==> config.mk <==
export PLATFORM = sky130hd
export DESIGN_NAME = gftq_ctrl
export DESIGN_NICKNAME = d
export VERILOG_FILES = /design/src/gftq_pkg.sv /design/src/gftq_ctrl.sv
export SDC_FILE = /design/constraint.sdc
export NUM_CORES = 1
export LEC_CHECK = 0
export BUFFER_PORTS_ARGS = -buffer_cell sky130_fd_sc_hd__buf_2
export CORE_MARGIN = 2
export CORE_UTILIZATION = 32
export CTS_CLUSTER_SIZE = 40
export DETAILED_ROUTE_END_ITERATION = 10
export PLACE_DENSITY = 0.52
export SETUP_SLACK_MARGIN = 0.3
export SLEW_MARGIN = 20
export SYNTH_ARGS = -nofsm -noshare
export SYNTH_HDL_FRONTEND = slang
export SYNTH_SLANG_ARGS = --single-unit
export TNS_END_PERCENT = 50
==> constraint.sdc <==
create_clock -name clock -period 1.9 [get_ports clock]
set_clock_uncertainty 0.1 [all_clocks]
set_input_delay 0 -clock clock [delete_from_list [all_inputs] [get_ports clock]]
set_output_delay 0 -clock clock [all_outputs]
set_load 0.005 [all_outputs]
==> src/gftq_pkg.sv <==
// ----------------------------------------------------------------------------
// gftq_pkg
// Shared constants, codes and types of the grouped team queue.
// ----------------------------------------------------------------------------
package gftq_pkg;

   // sizes (team count and queue depth are powers of two: pointers wrap
   // naturally)
   localparam int ELEM_BITS        = 10;
   localparam int ELEM_COUNT       = 1 << ELEM_BITS;
   localparam int NUM_TEAMS        = 16;
   localparam int TEAM_BITS        = $clog2(NUM_TEAMS);
   localparam int TEAM_QUEUE_DEPTH = 64;
   localparam int QPTR_BITS        = $clog2(TEAM_QUEUE_DEPTH);
   localparam int QCNT_BITS        = QPTR_BITS + 1;
   localparam int OCNT_BITS        = TEAM_BITS + 1;
   localparam int SLOT_ADDR_BITS   = TEAM_BITS + QPTR_BITS;

   localparam logic [QCNT_BITS-1:0] QCNT_FULL = QCNT_BITS'(TEAM_QUEUE_DEPTH);
   localparam logic [OCNT_BITS-1:0] OCNT_FULL = OCNT_BITS'(NUM_TEAMS);

   // opcodes
   localparam logic [1:0] OP_ASSIGN  = 2'd0;
   localparam logic [1:0] OP_ENQUEUE = 2'd1;
   localparam logic [1:0] OP_DEQUEUE = 2'd2;
   localparam logic [1:0] OP_CLEAR   = 2'd3;

   // result status
   localparam logic [1:0] STAT_DONE      = 2'd0;
   localparam logic [1:0] STAT_DEQUEUED  = 2'd1;
   localparam logic [1:0] STAT_EMPTY     = 2'd2;
   localparam logic [1:0] STAT_FULL_DROP = 2'd3;

   // controller to datapath commands
   typedef struct packed {
      logic                 sweep;      // clear one team map entry
      logic [ELEM_BITS-1:0] sweep_addr;
      logic                 accept;     // latch word, launch memory reads
      logic                 commit;     // update state, load result register
   } ctl_cmd_type;

endpackage

==> src/gftq_ctrl.sv <==
// ----------------------------------------------------------------------------
// gftq_ctrl
// Sequencer: map clearing sweep after reset, accept / execute per word,
// result valid flag.
// ----------------------------------------------------------------------------
module gftq_ctrl
   import gftq_pkg::*;
(
   input  logic        clock,
   input  logic        reset,
   input  logic        req_tvalid,
   output logic        req_tready,
   output logic        rsp_tvalid,
   input  logic        rsp_tready,
   output ctl_cmd_type cmd
);

   localparam logic [1:0] ST_SWEEP = 2'd0;
   localparam logic [1:0] ST_IDLE  = 2'd1;
   localparam logic [1:0] ST_EXEC  = 2'd2;

   logic [1:0]           state_ff, state_in;
   logic [ELEM_BITS-1:0] sweep_cnt_ff, sweep_cnt_in;
   logic                 rsp_valid_ff, rsp_valid_in;

   always_comb begin
      state_in     = state_ff;
      sweep_cnt_in = sweep_cnt_ff;
      cmd          = '0;
      cmd.sweep_addr = sweep_cnt_ff;
      req_tready   = 1'b0;
      unique case (state_ff)
         ST_SWEEP: begin
            cmd.sweep    = 1'b1;
            sweep_cnt_in = sweep_cnt_ff + 1'b1;
            if (sweep_cnt_ff == '1) begin
               state_in = ST_IDLE;
            end
         end
         ST_IDLE: begin
            req_tready = 1'b1;
            if (req_tvalid) begin
               cmd.accept = 1'b1;
               state_in   = ST_EXEC;
            end
         end
         ST_EXEC: begin
            // result register must be free or draining this cycle
            if (!rsp_valid_ff || rsp_tready) begin
               cmd.commit = 1'b1;
               state_in   = ST_IDLE;
            end
         end
         default: begin
            state_in = ST_IDLE;
         end
      endcase
   end

   always_comb begin
      if (cmd.commit) begin
         rsp_valid_in = 1'b1;
      end else if (rsp_tready) begin
         rsp_valid_in = 1'b0;
      end else begin
         rsp_valid_in = rsp_valid_ff;
      end
   end

   assign rsp_tvalid = rsp_valid_ff;

   always_ff @(posedge clock) begin
      if (reset) begin
         state_ff     <= ST_SWEEP;
         sweep_cnt_ff <= '0;
         rsp_valid_ff <= 1'b0;
      end else begin
         state_ff     <= state_in;
         sweep_cnt_ff <= sweep_cnt_in;
         rsp_valid_ff <= rsp_valid_in;
      end
   end

endmodule

* Word-level counts from Yosys, hierarchy flattened
Cells that the tools add are included.
Word-level totals: flip-flop bits (word level) 13, input bits 4, output and inout bits 15, word-level logic and storage cells 27
Cells by class: add/sub/neg operators 1, eq/ne operators 6, muxes and demuxes 12, reductions and logical operators 5
Operators with widths (number):
- adder 10 x 1 -> 10 bit, second input constant | 1
- equality test 10 bit, second input constant | 1
- two-way mux 1 bit | 8
- two-way mux 2 bit | 3
- inequality test 2 bit, second input constant | 3
- one-hot mux 2 bit (3 select lines) | 1
- AND reduction 3 bit | 1
- equality test 2 x 1 -> 1 bit, second input constant | 1
- equality test 2 bit, second input constant | 1
- logical NOT 2 bit | 1
- nonzero test 2 bit | 1
- logical NOT 1 bit | 1
- logical OR 1 bit | 1

* Longest topological paths before layout
depth in word-level cells 5, depth in mapped cells 5, depth with buffers taken out 4

* Least setup slack after synthesis
No wires, ideal clock.
path type reg-to-reg, start register sweep_cnt_ff[0], end register sweep_cnt_ff[8], setup time 0.071 ns, arrival 1.634 ns, data required time 1.729 ns, setup slack 0.095 ns, stages on the path, launching flop included 6, path buffers 1, clock period less this slack 1.805 ns, cell sequence dfxtp_1 -> ha_1 -> or3b_1 -> buf_2 -> or4_1 -> a21oi_1
Between the ends: word-level cells in the longest chain between the ends 1
Ends and longest elaborated chain:
- start: declaration | RTL line gftq_ctrl.sv:23 | logic [ELEM_BITS-1:0] sweep_cnt_ff, sweep_cnt_in;
- start signal: assignment | RTL line gftq_ctrl.sv:79 | sweep_cnt_ff <= sweep_cnt_in;
- adder 10 x 1 -> 10 bit | RTL line gftq_ctrl.sv:35 | sweep_cnt_in = sweep_cnt_ff + 1'b1;
Every way passes these cells. A chain may end at the register's enable or synchronous reset.

* Worst setup path in the final report
start register sweep_cnt_ff[1], end register sweep_cnt_ff[6]
The elaborated chain is that of the path after synthesis.

==> results.py <==
metrics = {
    "outcome": {
        "status": "complete, no violations",
    },
    "pwr": {
        "power_uw": 496.0,
        "power.density_mw_per_mm2": 617.5,
        "ir_drop_uv": 277.2,
        "leakage_nw": 0.3037,
    },
    "detailed_routing": {
        "first_pass_iters": 4,
        "drc": 0,
        "dr.first_iter.drc_count": 6,
        "wl_per_cell_um": 10.56,
        "vias_per_cell": 4.957,
        "vias": 580,
        "wirelength_um": 1235,
        "ant_nets": 0,
    },
    "placed_design": {
        "io_buffers": 18,
        "placedCellCount": 107,
        "gp_congestion": 0.7041,
        "placed_area_um2": 711.9,
        "dpl.hpwl_um": 829.5,
    },
    "setup_path": {
        "cp_slowest_cell": "or4_1",
        "cp_max_fo": 6,
        "arrival_ns": 1.74,
        "worstSetupStartpointType": "flop",
        "crit_family": "simple AND/OR/NAND/NOR gates",
        "critical_path_class": "reg -> reg",
        "max_stage_delay_ns": 0.47,
        "path_buf_inv": 0,
        "end_kind": "flop",
        "cp_data_required_time_ns": 2.01,
        "r2r_start": "sweep_cnt_ff[1]",
        "critPathLaunch": "sweep_cnt_ff[1]",
        "crit_chain": "ha_4 > or3b_4 > or4_1 > a21oi_1",
    },
    "sta": {
        "maxSlewViolCount": 0,
        "max_slew_margin_pct": 83.66,
        "min_period_ns": 1.638,
        "min_period_over_period_pct": 86.20,
        "rsz0062_at_grt": "true",
        "fmax_mhz": 610.6,
        "final-hold-violation-count": 0,
        "finalSetupViolCount": 0,
        "fin_tns_setup_ns": 0,
        "tightest_slew_ns": 0.2447,
    },
    "clocking": {
        "clkLatencyLatePin_ns": 0.27,
        "cts_tree": "yes",
        "clock_path_buffers": 2,
        "cts-buffers-inserted": 3,
        "clock_sinks": 13,
        "htreeDepth": 1,
        "clk_pin_slew_ns": 0.08,
        "cts_root_buffer": "clkbuf_4",
    },
    "global_route": {
        "grt_usage_pct": 13.44,
        "first_global_vias": 492,
        "grt_max_degree": 14,
        "antenna_found_initial": 0,
        "grt_pass1_wl_um": 2097,
        "grt-ovfl-total": 0,
    },
    "finish": {
        "mostFrequentLayoutCell": "buf_2",
        "layout.nets": 98,
        "drive_above_1_share_pct": 32.61,
        "final_area_um2": 803.3,
        "stdcell_count": 117,
        "antenna_cells": 0,
        "syn_to_final_growth_pct": 36.02,
        "layout_common_cells": "buf_2, dfxtp_1, a21oi_1",
    },
    "logic_synthesis": {
        "syn_avg_cell_area_um2": 8.685,
        "ys_top_cells_by_area": "dfxtp_1, a21oi_1, o31ai_1, or4_1, or3_1",
        "synth_top_cell_area_share_pct": 44.07,
        "synth_seq_area_share_pct": 44.07,
        "yosysUniqueCellTypes": 24,
        "postSynthCellCount": 68,
        "yosys_warnings": 0,
        "synth_nets": 73,
        "synth_top_cell_by_area": "dfxtp_1",
        "ys_ff_latch": 13,
        "synth_area_um2": 590.6,
    },
    "worst_hold_path": {
        "holdCritPathClass": "reg -> reg",
        "holdCritStartpoint": "sweep_cnt_ff[9]",
    },
    "floorplan": {
        "fp.dieW_um": 46.96,
        "io_pins": 19,
        "die_h_um": 46.96,
        "rows": 15,
        "die_area_mm2": 0.002205,
        "core_mm2": 0.001727,
        "initial_utilization_pct": 34.20,
    },
    "job": {
        "cap_violations": 0,
    },
}
through the flow:
stage	utilization, %	hold slack (ns)	setup WS (ns)
3_5_place_dp	41.23	0.1536	0.1930
6_report	46.52	0.4002	0.2622
4_1_cts	45.94	0.4029	0.2624
5_1_grt	46.52	0.4215	0.2102
2_1_floorplan	-	-0.04064	0.2129
3_3_place_gp	41.23	0.1507	0.2104
registers in the layout, summed over array words and instances, names as in the netlist:
name / cells
rsp_tvalid: 1
state_ff: 2
sweep_cnt_ff: 10
cells by family after synthesis:
kind of cell               share of synthesized area (%)
DFF                                                44.07
buffers and inverters                              4.662
xor gates and xnor gates                           2.967
adders and majority gates                          2.118
and+or+nand+nor                                    26.48
AOI/OAI and AO/OA                                  19.70
power by group:
part | internal, mW | total (mW) | switching (mW)
Sequential | 0.278 | 0.284 | 0.00551
Clock | 0.0812 | 0.165 | 0.0836
Combinational | 0.0265 | 0.0476 | 0.0211
Total | 0.386 | 0.496 | 0.110
layout make-up:
type                       instances  area, um2
fill                             192      923.4
multi-input combinational         49      327.8
sequential                        13      267.8
timing repair buffer              24      142.6
tap                               25      31.28
clock buffer                       4      26.28
inverter                           2      7.507
tightest hold or removal path, cell delays in order (launching register included):
cell	delay (ns)
dfxtp_1	0.34
o31ai_1	0.07
a21oi_1	0.05
synth_stat cells:
master	n
buf_4	1
buf_2	1
or4_1	4
inv_1	2
o21ai_0	4
nand3b_1	1
and2_1	1
or3b_1	1
a2bb2oi_1	1
nand4_1	1
nand2b_1	2
clkbuf_1	2
nand2_1	3
nand4bb_1	1
a21oi_1	10
ha_1	1
dfxtp_1	13
a211oi_1	1
xnor2_1	2
o31ai_1	4
nand3_1	2
or3_1	4
nor2b_1	2
nor2_1	4
per-layer routing:
metal / vias to the layer above / wire length [um] / track usage, %
met5: - / 0 / 0
met3: 2 / 51 / 3.462
li1: 297 / - / -
met2: 14 / 580 / 18.63
met1: 267 / 587 / 19.20
met4: 0 / 15 / 6.667
worst paths after layout:
kind                                   endpoint  slack (ns)  cells past startpoint
worst min register to register  sweep_cnt_ff[9]        0.40                      2
worst max register to register  sweep_cnt_ff[6]        0.26                      4
worst max-delay path            sweep_cnt_ff[6]        0.26                      4
worst min-delay path            sweep_cnt_ff[9]        0.40                      2
what timing repair did:
action	4_1_cts	5_1_grt
hold buffers	3	0
setup endpoints to repair	3	5
gates resized for setup	1	2
cloned	0	0
endpoints found under the hold margin	13	0
buffers inserted	3	0
(Power assumes the default switching activity.)
